===== config.mk =====
export PLATFORM = sky130hd
export DESIGN_NAME = mi4_front
export DESIGN_NICKNAME = d
export VERILOG_FILES = /design/src/rtl/mi4_pkg.sv /design/src/rtl/mi4_front.sv
export SDC_FILE = /design/constraint.sdc
export NUM_CORES = 1
export LEC_CHECK = 0
export ABC_AREA = 1
export ABC_CLOCK_PERIOD_IN_PS = 1600
export BUFFER_PORTS_ARGS = -buffer_cell sky130_fd_sc_hd__buf_2
export CORE_MARGIN = 4
export CORE_UTILIZATION = 38
export CTS_BUF_LIST = sky130_fd_sc_hd__clkbuf_2 sky130_fd_sc_hd__clkbuf_4 sky130_fd_sc_hd__clkbuf_8
export CTS_CLUSTER_DIAMETER = 40
export CTS_CLUSTER_SIZE = 12
export DETAILED_ROUTE_END_ITERATION = 10
export HOLD_SLACK_MARGIN = 0.1
export SYNTH_ARGS = -nofsm -noshare
export SYNTH_HDL_FRONTEND = slang
export SYNTH_SLANG_ARGS = --single-unit

===== constraint.sdc =====
create_clock -name clk -period 1.6 [get_ports clk]
set_input_delay 0.32 -clock clk [delete_from_list [all_inputs] [get_ports clk]]
set_output_delay 0.32 -clock clk [all_outputs]
set_load 0.005 [all_outputs]

===== src/rtl/mi4_pkg.sv =====
`timescale 1ns / 1ps
package mi4_pkg;

  localparam int QUEUE_DEPTH = 2;

  typedef logic signed [14:0] elem_t;
  typedef elem_t [15:0] mat_t;

  // write side of the matrix queue
  typedef struct packed {
    logic push;
    mat_t data;
  } qpush_t;

  // read side of the matrix queue
  typedef struct packed {
    logic empty;
    logic full;
    mat_t data;
  } qstat_t;

endpackage


===== src/rtl/mi4_front.sv =====
`timescale 1ns / 1ps
module mi4_front (
  input  logic              clk,
  input  logic              rst,
  input  logic              accept,
  input  mi4_pkg::elem_t    element,
  input  logic              last_element,
  output mi4_pkg::qpush_t   qin
);

  mi4_pkg::mat_t mat;
  mi4_pkg::mat_t mat_next;
  logic [3:0]    load_count;

  always_comb begin
    mat_next = mat;
    mat_next[load_count] = element;
  end

  always_ff @(posedge clk) begin
    if (rst) begin
      load_count <= '0;
    end else if (accept) begin
      load_count <= last_element ? 4'd0 : load_count + 4'd1;
    end
  end

  always_ff @(posedge clk) begin
    if (accept) begin
      mat <= mat_next;
    end
  end

  // the whole matrix, new word included, goes to the queue on the last word
  assign qin.push = accept && last_element;
  assign qin.data = mat_next;

endmodule


# [Yosys cells after proc, flatten, opt, wreduce, memory -nomap -nowiden]
# Index checks and enable logic that the tools add are counted.
[word_totals] regBits=244 out_inout_bits=241
[classes] n_addsub=1 order_cmp=2 mux=4 reduce_logical=2
[ops] op="$bwmux W240" n=1
[ops] op="$demux W15 S4" n=1
[ops] op="$mux W15" n=1
[ops] op="$lt A4 B5 Y1 const B" n=1
[ops] op="$add A4 B1 Y4 const B" n=1
[ops] op="$ge A4 B1 Y1 const B" n=1
[ops] op="$mux W4" n=1
[ops] op="$logic_and A1 B1 Y1" n=2

# [Depth between registers and ports, before layout]
[logic_depth] word_depth=5 mapped_depth=6

# [Least setup slack after synthesis]
# No wires, ideal clock.
[synth_timing] kind="register to output" start="register load_count[0]" end="output port qin[120] (netlist name)" arrival_time_ps=1226 path_slack_ps=54 path_stages_with_launch=7 path_buffers=1 path_cell_list="dfxtp_1 inv_1 ha_1 nand3_1 clkbuf_1 nand2_1 o21ai_0"
[synth_lines] element="start, declared" line="mi4_front.sv:13" rtl="logic [3:0] load_count;"
[synth_lines] element="start signal, assigned" line="mi4_front.sv:24" rtl="load_count <= last_element ? 4'd0 : load_count + 4'd1;"
[synth_lines] element="end, declared" line="mi4_front.sv:8" rtl="output mi4_pkg::qpush_t qin"

==> results.py <==
metrics = {
    "worst_hold_path": {
        "worstHoldStart": "accept",
        "hold_end": "load_count[2]",
        "hold_path.class": "primary input to flip-flop",
        "whs_path_depth": 6,
    },
    "cts": {
        "cts.sinks": 244,
        "cts_tree": "built",
        "cts_buffers": 38,
        "cts-root-buf": "clkbuf_8",
        "clk_pin_slew_ns": 0.07,
        "clockBufferDepth": 3,
        "htreeDepth": 2,
        "clkLatencyLatePin_ns": 0.52,
    },
    "cells_and_area": {
        "fillerInstances": 1790,
        "nets": 1273,
        "synthToLayoutAreaGrowth_pct": 68.1,
        "drive_above_1_share_pct": 64.5,
    },
    "place": {
        "routabilityCongestion": 0.793,
        "dpl.hpwl_um": 20600,
        "numPortBuffers": 259,
        "dp_slack_ns": -0.298,
    },
    "timing": {
        "layout_setup_ws_ns": -0.620,
        "tightest_slew_ns": 0.482,
        "whs_ns": 0.296,
        "tns_ns": -128.67,
        "setup_viol": 240,
        "clock.fmax_ghz": 0.450,
        "rsz0062_at_grt": "true",
        "fin_skew_ns": 0.0114,
        "period_minus_slack_ns": 2.22,
        "period_share_pct": 139,
        "slew_viol_final": 0,
        "slew_headroom_pct": 67.8,
        "hold_viol": 0,
    },
    "drt": {
        "drcViolationCount": 0,
        "routed_wl_um": 36300,
        "avgViaCountPerCell": 5.33,
        "routedWlPerCell_um": 22.6,
        "antenna_left": 0,
        "first_iter_violations": 664,
        "drt_pre_antenna_iters": 5,
        "vias": 8586,
    },
    "logic_synthesis": {
        "synth.most_common_cell": "nand2_1",
        "synth_cells": 851,
        "netlist_area_um2": 9950,
        "ys_top_cells_by_area": "edfxtp_1 72%, o21ai_0 12%, nand2_1 9.5%, clkbuf_1 1.8%, inv_1 0.83%",
        "syn_nets": 874,
        "yosysWarnings": 0,
        "ys.flop_type": "edfxtp_1",
        "ys_async_sr_fraction_pct": 0,
        "syn_avg_cell_area_um2": 11.7,
        "synth_edf_count": 240,
        "synth.top_cells.by_count": "252 x nand2_1, 240 x edfxtp_1, 240 x o21ai_0, 49 x clkbuf_1, 22 x inv_1",
        "ys_ff_latch": 244,
        "yosys.cell_types.count": 12,
        "synth_seq_area_share_pct": 73.2,
        "synth_top_cell_by_area": "edfxtp_1",
        "yosysTopAreaCellShare_pct": 72.4,
    },
    "global_route": {
        "use_met2_pct": 35.9,
        "grt-ovfl-total": 0,
        "antenna_found_initial": 2,
        "grt_max_degree": 40,
        "met1_usage_pct": 29.6,
        "grt.busiest_layer": "met2",
        "grt_pass1_wl_um": 48500,
        "grtUsageTotal_pct": 22.1,
        "met3_usage_pct": 5.29,
        "grt_pass1_vias": 7798,
    },
    "critical_path": {
        "crit_slowest_cell": "dfxtp_4",
        "cpPeakStageDelay_ns": 0.38,
        "worstSetupEndpointType": "output port",
        "arrival_ns": 1.90,
        "crit_path_cell_trace": "inv_4 > ha_4 > nand3_4 > buf_16 > o21ai_2 > buf_2",
        "cp-start-kind": "flip-flop",
        "rr_worst_depth": 7,
        "r2r-end": "mat[169]",
        "reg2reg_setup_slack_ns": 0.02,
        "worstPathMaxFanout": 7,
        "worstSetupPathType": "flip-flop to output port",
        "required_ns": 1.28,
        "rr_startpoint": "load_count[0]",
    },
    "power": {
        "power_frac_comb_pct": 14.1,
        "seq_power_share_pct": 49.1,
        "p_sw_mw": 4.05,
        "powerDensity_nw_per_um2": 925,
        "power.internal_mw": 11.4,
        "ir_worst_vdd_mv": 0.982,
        "p_clk_share_pct": 36.8,
        "power_leakage_nw": 6.88,
        "p_sw_share_pct": 26.2,
    },
    "floorplanning": {
        "die_area_um2": 28800,
        "die_h_um": 170,
        "die_x_um": 170,
        "num_rows": 58,
        "start_util_pct": 39.1,
        "core-area_um2": 25500,
        "io-pin-count": 260,
    },
    "run": {
        "maxCapViolCount": 0,
    },
    "run_status": {
        "status": "finished with violations",
        "failed_checks": "setup timing",
    },
}
[power groups by stage]
| stage | Clock (mW) | Sequential, mW | Combinational [mW] |
|---|---|---|---|
| 5_1_grt | 6.10 | 7.62 | 2.33 |
| 4_1_cts | 5.80 | 7.55 | 1.73 |
| 6_report | 5.69 | 7.59 | 2.19 |
| 2_1_floorplan | 0 | 7.66 | 0.481 |
| 3_3_place_gp | 0 | 7.67 | 1.50 |
| 3_5_place_dp | 0 | 7.69 | 1.52 |
[cells in the final DEF (no fill, tap or decap), types with 4 or more instances in the layout]
| master | n |
|---|---|
| buf_12 | 38 |
| buf_16 | 7 |
| buf_2 | 231 |
| buf_4 | 86 |
| buf_6 | 33 |
| buf_8 | 7 |
| clkbuf_16 | 17 |
| clkbuf_8 | 41 |
| clkinv_1 | 6 |
| clkinvlp_4 | 7 |
| dfxtp_4 | 4 |
| dlygate4sd3_1 | 4 |
| edfxtp_1 | 240 |
| ha_4 | 4 |
| inv_1 | 19 |
| inv_6 | 4 |
| nand2_1 | 161 |
| nand2_2 | 65 |
| nand2_4 | 23 |
| nand3_4 | 9 |
| nor2_1 | 5 |
| o21ai_1 | 13 |
| o21ai_2 | 140 |
| o21ai_4 | 87 |
[worst max-delay path: cells and delay by family, from the launching register on]
kind	cells	cell delay (ns)
and+or+nand+nor	1	0.18
DFF	1	0.38
AOI/OAI and AO/OA	1	0.16
buffers and inverters	3	0.43
adders and majority gates	1	0.20
[final cells by class]
class	count	area, µm²	area share, %
antenna	1	2.50	0.0150
clock buffer	43	579	3.46
clock inverter	26	245	1.47
inverter	22	91.3	0.546
multi-input combinational	520	4380	26.2
sequential	244	7300	43.7
tap	330	413	2.47
timing repair buffer	424	3700	22.2
[flip-flops by register name (all words and copies together), names as in the netlist]
name / flops
mat: 240
load_count: 4
[through the flow]
step	std cells	instance area [µm²]	total power, mW	util [%]
after CTS	1579	14300	15.1	56.2
after detailed placement	1490	12600	9.20	49.7
after global routing	1610	16700	16.1	65.6
after global placement	1490	12600	9.17	49.7
after floorplan	851	9950	8.14	-
final	1610	16700	15.5	65.6
[kinds of logic after synthesis]
logic type | synth area share (%)
AND/OR/NAND/NOR | 10.5
AO/OA/AOI/OAI | 12.2
adder cells (fa/ha/maj) | 0.503
flip-flops | 73.2
buffers and inverters | 3.53
[what timing repair did]
item                                    in CTS  in global routing
hold endpoints to repair                     9                  0
gates resized for setup                    330                446
setup buffers                                8                 15
pin swaps                                    5                 11
endpoints found under the setup margin     289                246
cloned                                       8                 22
hold buffers                                 4                  0
[worst max path at each step]
stage | startpoint | end | slack [ns] | cells past startpoint
after global routing | load_count[0] | qin[72] | -0.71 | 6
after detailed placement | load_count[0] | qin[7] | -0.30 | 8
final | load_count[1] | qin[72] | -0.62 | 6
after CTS | load_count[0] | qin[62] | -0.65 | 6
after global placement | load_count[0] | qin[184] | -0.24 | 5
after floorplan | load_count[0] | qin[120] | 0.05 | 6
[routing by layer]
metal	up-vias	part of all wire (%)
li1	3881	-
met1	4270	40
met2	356	50
met3	77	7.2
met4	2	3.1
met5	-	0.014
Note: power is estimated with default switching activity, not from simulation.
