==> src/rtl/mi4_pkg.sv <==
`timescale 1ns / 1ps
package mi4_pkg;

  localparam int QUEUE_DEPTH = 2;

  typedef logic signed [14:0] elem_t;
  typedef elem_t [15:0] mat_t;

  // write side of the matrix queue
  typedef struct packed {
    logic push;
    mat_t data;
  } qpush_t;

  // read side of the matrix queue
  typedef struct packed {
    logic empty;
    logic full;
    mat_t data;
  } qstat_t;

endpackage

==> src/rtl/mi4_queue.sv <==
`timescale 1ns / 1ps
module mi4_queue (
  input  logic              clk,
  input  logic              rst,
  input  mi4_pkg::qpush_t   qin,
  input  logic              pop,
  output mi4_pkg::qstat_t   qout
);

  localparam int PW = (mi4_pkg::QUEUE_DEPTH > 1) ? $clog2(mi4_pkg::QUEUE_DEPTH) : 1;
  localparam int CW = $clog2(mi4_pkg::QUEUE_DEPTH + 1);
  localparam logic [CW-1:0] DEPTH_C = CW'(mi4_pkg::QUEUE_DEPTH);
  localparam logic [PW-1:0] LAST_P = PW'(mi4_pkg::QUEUE_DEPTH - 1);

  mi4_pkg::mat_t entries [mi4_pkg::QUEUE_DEPTH];
  logic [PW-1:0] wptr;
  logic [PW-1:0] rptr;
  logic [CW-1:0] count;
  logic          do_push;
  logic          do_pop;

  assign qout.empty = (count == '0);
  assign qout.full  = (count == DEPTH_C);
  assign qout.data  = entries[rptr];
  assign do_push    = qin.push && !qout.full;
  assign do_pop     = pop && !qout.empty;

  always_ff @(posedge clk) begin
    if (rst) begin
      wptr  <= '0;
      rptr  <= '0;
      count <= '0;
    end else begin
      if (do_push) begin
        wptr <= (wptr == LAST_P) ? '0 : wptr + PW'(1);
      end
      if (do_pop) begin
        rptr <= (rptr == LAST_P) ? '0 : rptr + PW'(1);
      end
      if (do_push && !do_pop) begin
        count <= count + CW'(1);
      end else if (do_pop && !do_push) begin
        count <= count - CW'(1);
      end
    end
  end

  always_ff @(posedge clk) begin
    if (do_push) begin
      entries[wptr] <= qin.data;
    end
  end

endmodule

==> config.mk <==
export PLATFORM = sky130hd
export DESIGN_NAME = mi4_queue
export DESIGN_NICKNAME = d
export VERILOG_FILES = /design/src/rtl/mi4_pkg.sv /design/src/rtl/mi4_queue.sv
export SDC_FILE = /design/constraint.sdc
export NUM_CORES = 1
export LEC_CHECK = 0
export BUFFER_PORTS_ARGS = -buffer_cell sky130_fd_sc_hd__buf_2
export CORE_MARGIN = 8
export CORE_UTILIZATION = 49
export CTS_BUF_LIST = sky130_fd_sc_hd__clkbuf_16
export DETAILED_ROUTE_END_ITERATION = 12
export PLACE_DENSITY_LB_ADDON = 0.2
export SETUP_SLACK_MARGIN = 0.02
export SLEW_MARGIN = 20
export SYNTH_ARGS = -nofsm -noshare
export SYNTH_HDL_FRONTEND = slang
export SYNTH_SLANG_ARGS = --single-unit
==> constraint.sdc <==
create_clock -name clk -period 8.4 [get_ports clk]
set_clock_uncertainty 0.15 [all_clocks]
set_input_delay 0.42 -clock clk [delete_from_list [all_inputs] [get_ports clk]]
set_output_delay 0.42 -clock clk [all_outputs]
set_load 0.01 [all_outputs]
== After elaboration in Yosys (flattened, before gate mapping) ==
Memory sizes are Yosys's and may differ from the RTL's. A register that Yosys moved wholly into a read port is not among the register bits.
Index checks and enable logic that the tools add are counted.

* Bits in registers: 4
* Memory bits (writable): 480
* Word-level logic and storage cells: 27
* Memories: 1

{| class="wikitable"
|+ Memory list
! memory !! depth !! bits a word !! rd ports !! clocked after memory_dff !! write ports !! RTL line !! RTL
|-
| entries || 2 || 240 || 1 || 1 || 1 || mi4_queue.sv:15 || <nowiki>mi4_pkg::mat_t entries [mi4_pkg::QUEUE_DEPTH];</nowiki>
|}

* Add/sub/neg operators: 4
* Equality and inequality tests: 1
* Muxes and demuxes: 8
* Reductions and logical operators: 10

{| class="wikitable"
|+ Operators with widths
! kind !! count
|-
| 2-to-1 mux 1 bit || 6
|-
| logical AND 1 bit || 4
|-
| logical NOT 1 bit || 4
|-
| 2-to-1 mux 2 bit || 2
|-
| adder 1 bit, second input constant || 2
|-
| adder 2 x 1 -> 2 bit, second input constant || 1
|-
| == test 2 bit, second input constant || 1
|-
| logical NOT 2 bit || 1
|-
| nonzero test 2 bit || 1
|-
| subtractor 2 x 1 -> 2 bit, second input constant || 1
|}

== Longest topological paths before layout ==
* Depth in word-level cells: 7
* Mapped depth: 6
* Gate-level depth less buffers: 6

== Least setup slack after synthesis ==
OpenSTA, ideal clock, no wires.

* Path type: register -> register
* Start point: register count[1]
* End point: memory entries[1][0] in the netlist's numbering, enable pin
* Setup time: 0.632 ns
* Arrival time: 6.101 ns
* Required time: 7.618 ns
* Slack: 1.517 ns
* Cell stages (with the launch flop): 4
* Path buffers: 0
* Clock period less this slack: 6.883 ns
* Cells stage by stage: dfxtp_1 -> nor2b_2 -> nor2_1 -> and2_1

{| class="wikitable"
|+ RTL lines
! element !! RTL line !! RTL
|-
| from (decl) || mi4_queue.sv:18 || <nowiki>logic [CW-1:0] count;</nowiki>
|-
| from (signal assigned) || mi4_queue.sv:41 || <nowiki>count <= count + CW'(1);</nowiki>
|-
| from (signal assigned) || mi4_queue.sv:43 || <nowiki>count <= count - CW'(1);</nowiki>
|-
| to (decl) || mi4_queue.sv:15 ||
|}

==> impl.org <==
** Yosys
- Synthesized area divided by synthesized cell count :: roughly 24 um^2
- Most frequent cells after synthesis :: sky130_fd_sc_hd__edfxtp_1 (480), sky130_fd_sc_hd__mux2_4 (200), sky130_fd_sc_hd__mux2_2 (40)
- Fraction of the mapped netlist area in simple logic gates :: 0.249%
- Number of unique standard cell types used by synthesis :: 16
- By area the synthesized netlist is led by sky130_fd_sc_hd__edfxtp_1 (78%), sky130_fd_sc_hd__mux2_4 (16%), sky130_fd_sc_hd__mux2_2 (2.4%).
- Ys Warns :: 0
- Post-synthesis compound-gate area fraction :: less than 1%
- Sequential cells were found to cover between 70% and 80% of the synthesized design area.
- Largest family of logic cells by synthesized area :: multiplexers
- The portion of synthesized area spent on multiplexers is roughly a fifth.
- Summing the areas of all fa, ha and maj instances in the mapped netlist gives less than 1% of the synthesized area.
- Summing every instance area after synthesis gives 0.0186 mm^2.
- In this run, synthesis produced a sequential element count of 485.
- Among all flip-flop cells after synthesis, the most frequent one is sky130_fd_sc_hd__edfxtp_1.
- Number of synthesized flops with an enable pin :: 480
- Async S/R FF share, synth :: 0%
- Most instantiated library cell after synthesis :: sky130_fd_sc_hd__edfxtp_1
- Of all cell types, the one taking the most synthesized area is sky130_fd_sc_hd__edfxtp_1.
- Of the post-synthesis cell area, the dominant cell type holds between 70% and 80%.
- Post-Syn Nets :: just over 1,000
- Post-synthesis cell count :: between 700 and 800
- Synthesized-area fraction occupied by xor and xnor cells :: less than 1%

** Run
- Across the run, the number of max-cap violations was 0.

** Power and ir drop
- VDD sags by at most 0.230 mV.
- Per report_power, the sequential group accounts for between 40% and 50% of the total.
- Logic pwr share :: roughly 28%
- In this run switching power makes up a little over a quarter of total power.
- Internal Pwr Total :: 5.08 mW
- The clock network burns 26.9% of the power.
- Total power for the finished layout comes to between 7 and 8 mW.
- Summed over all nets, the switching power comes to about 1.9 mW.
- For this design the ratio of total power to cell area is about 280 mW/mm^2.
- Summed over all cells, the static leakage comes to just under 10 nW.

** Floorplanning
- Chip height :: ~210 um
- Die Span X :: between 200 and 250 um
- Die ar. :: between 0.04 and 0.05 mm^2
- The floorplan has between 70 and 80 rows.
- Number of top-level design ports :: around 500
- Total core area :: about 0.037 mm^2
- Initial core utilization :: about half

** Routing
- Via count :: a little over 10,000
- In the final routed layout, each cell accounts on average for approximately 22 um.
- Number of routed nets with antenna violations :: 0
- For this run, design rule violations remaining after detail routing come to 0.
- In the routed layout, each cell is associated on average with a via count of about 5.
- The first routing iteration left between 600 and 700 violations.
- Final wirelength :: between 40,000 and 50,000 um
- For this run, the detailed router's first-pass iteration total came to 5.

** Clock network
- The tree is rooted in a sky130_fd_sc_hd__clkbuf_16.
- Clock-pin slew was measured on the worst setup and hold paths at 0.06 ns.
- Bufs on Longest Clock Path :: 3
- Hold repair after CTS inserted 241 buffers.
- Clock buffers created by TritonCTS :: between 40 and 50
- Maximum level of the CTS H-tree :: 2
- TritonCTS built the clock tree.
- Post-CTS setup buffers :: 0
- Source-to-sink clock delay at the later pin of the worst-skew pair :: 0.56 ns
- The clock net in this run drives a total of 485 sinks.
- Once the clock tree was built, the resizer swapped 0 gates to a different size.

** Worst setup path
- The signal on the critical path passes through buf_16 -> buf_4 -> mux2_2 -> buf_2.
- The largest single stage delay on the critical path is between 0.8 and 0.9 ns.
- Critical Path End Type :: primary output
- Cell family with most CP delay :: buffers and inverters
- Data on the critical path arrives at its endpoint at 3.02 ns.
- In this run the worst path has a maximum fanout of 61.
- By startpoint and endpoint, the worst setup path is classified as reg -> out.
- The setup check on the worst reg-to-reg path leaves a slack of between 5 and 6 ns.
- Worst endpoint required time :: 7.83 ns
- Counting both buffers and inverters, the worst setup path holds a total of 3.
- Cell type of the slowest stage on the worst timing path :: sky130_fd_sc_hd__buf_4
- The worst setup path is launched from a register.

** STA
- Final TNS setup :: 0 ns
- Counting I/O delays and the setup requirement, the final critical path takes between 3 and 4 ns.
- The worst pin sits at a relative slew slack of just under 30%.
- Final Max Tran Viols :: 0
- Final hold viol count :: 0
- Setup repair after global routing missed its margin :: no
- Final worst path period share :: between 40% and 50%
- Achievable clock frequency :: 279 MHz
- Setup violations remaining at the end of the flow were counted as 0.
- For the pin with the worst max-slew slack, the measured transition is ~1.1 ns.

** Cells and area
- Number of fill cells in the layout :: ~2,500
- Layout area overhead :: 35.0%
- Cells with a size suffix above 1 make up between 50% and 60% of the layout.
- Final #Nets :: ~1,800

** Place
- Final GP Congestion :: ~0.8
- Port buffering added approximately 490 buffers.
- Half-perimeter wire length after detailed placement :: about 30,000 um

** Min path
- The path class of the tightest hold or removal check is in -> reg.

** GRT
- Across every metal layer, demand over resource in global routing totals 19.3%.
- First-pass GRT wire length :: about 65,000 um
- The number of global-route vias before repair is 10,686.
- GR Overflow Total :: 0
- Entering global routing, the biggest net connects between 100 and 150 pins.
- Number of antenna violations at the first check in global routing :: 5

** Outcome
- The run finished with clean final reports.
==> through the flow <==
stage                     hold WS, ns  util, %  cell area [um^2]  worst slack (ns)  instances
after floorplan                 0.302        -             18600              1.52        772
after global placement          0.328     56.6             21200              5.24       1747
after detailed placement        0.331     56.6             21200              5.20       1747
after CTS                      0.0333     66.7             25000              4.56       2069
after global routing            0.115     66.8             25100              4.68       2075
final                          0.0863     66.8             25100              4.81       2075
==> power groups by stage <==
stage          clock (mW)  sequential, mW  combinational, mW
3_5_place_dp            0            3.23               1.85
6_report             1.88            3.15               1.97
2_1_floorplan           0            3.23               1.37
3_3_place_gp            0            3.22               1.84
5_1_grt              2.03            3.18               2.09
4_1_cts              1.93            3.18               1.95
==> registers in the layout, summed over array words and instances, names as in the netlist, named ones only <==
name / flops
count: 2
entries: 480
rptr: 1
wptr: 1
==> layer usage <==
metal	GRT usage (%)	routed length [um]	share of wire (%)	up-vias
li1	-	-	-	4603
met1	23.0	17200	39	4995
met2	31.5	21700	49	427
met3	7.57	4500	10	66
met4	7.05	1160	2.6	0
met5	0	0	0	-
==> tightest hold or removal path: cells and delay by family <==
family | cells | cell delay, ns
AOI/OAI and AO/OA | 2 | 0.21
buffers and inverters | 2 | 0.11
==> cell families after synthesis <==
logic type / Yosys count
multiplexers: 240
adder cells (fa/ha/maj): 1
buffers and inverters: 29
flip-flops: 485
AO/OA/AOI/OAI: 5
XOR/XNOR: 3
AND/OR/NAND/NOR: 9
==> path summary, 6_finish.rpt <==
check,start,end,cells after the start
hold reg to reg,wptr,wptr,2
setup reg to reg,count[0],entries[0][72],4
hold / removal,qin[240],wptr,4
setup / recovery,register,qout[0],4
==> area by class of cell <==
| type | instances | area (um^2) | area share, % |
|---|---|---|---|
| timing repair buffer | 733 | 4940 | 19.7 |
| clock buffer | 49 | 1230 | 4.89 |
| clock inverter | 32 | 140 | 0.559 |
| multi-input combinational | 258 | 3570 | 14.2 |
| inverter | 2 | 15.0 | 0.0599 |
| antenna | 5 | 12.5 | 0.0499 |
| tap | 511 | 639 | 2.55 |
| sequential | 485 | 14500 | 57.9 |
==> cell usage in the layout (no fill, tap or decap), types with 2 or more instances in the layout <==
cell	netlist	layout
sky130_fd_sc_hd__a21oi_1	2	2
sky130_fd_sc_hd__buf_12	22	2
sky130_fd_sc_hd__buf_2	4	485
sky130_fd_sc_hd__buf_4	0	4
sky130_fd_sc_hd__clkbuf_16	0	49
sky130_fd_sc_hd__clkinv_1	0	13
sky130_fd_sc_hd__clkinv_2	0	9
sky130_fd_sc_hd__dfxtp_1	5	4
sky130_fd_sc_hd__diode_2	0	5
sky130_fd_sc_hd__dlygate4sd3_1	0	241
sky130_fd_sc_hd__edfxtp_1	480	480
sky130_fd_sc_hd__inv_1	2	9
sky130_fd_sc_hd__mux2_2	40	40
sky130_fd_sc_hd__mux2_4	200	200
sky130_fd_sc_hd__nor2_1	5	5
sky130_fd_sc_hd__o21ai_0	3	3
sky130_fd_sc_hd__or3_1	2	2
sky130_fd_sc_hd__xor2_1	3	3
No activity file was read; power rests on OpenSTA's default activity.
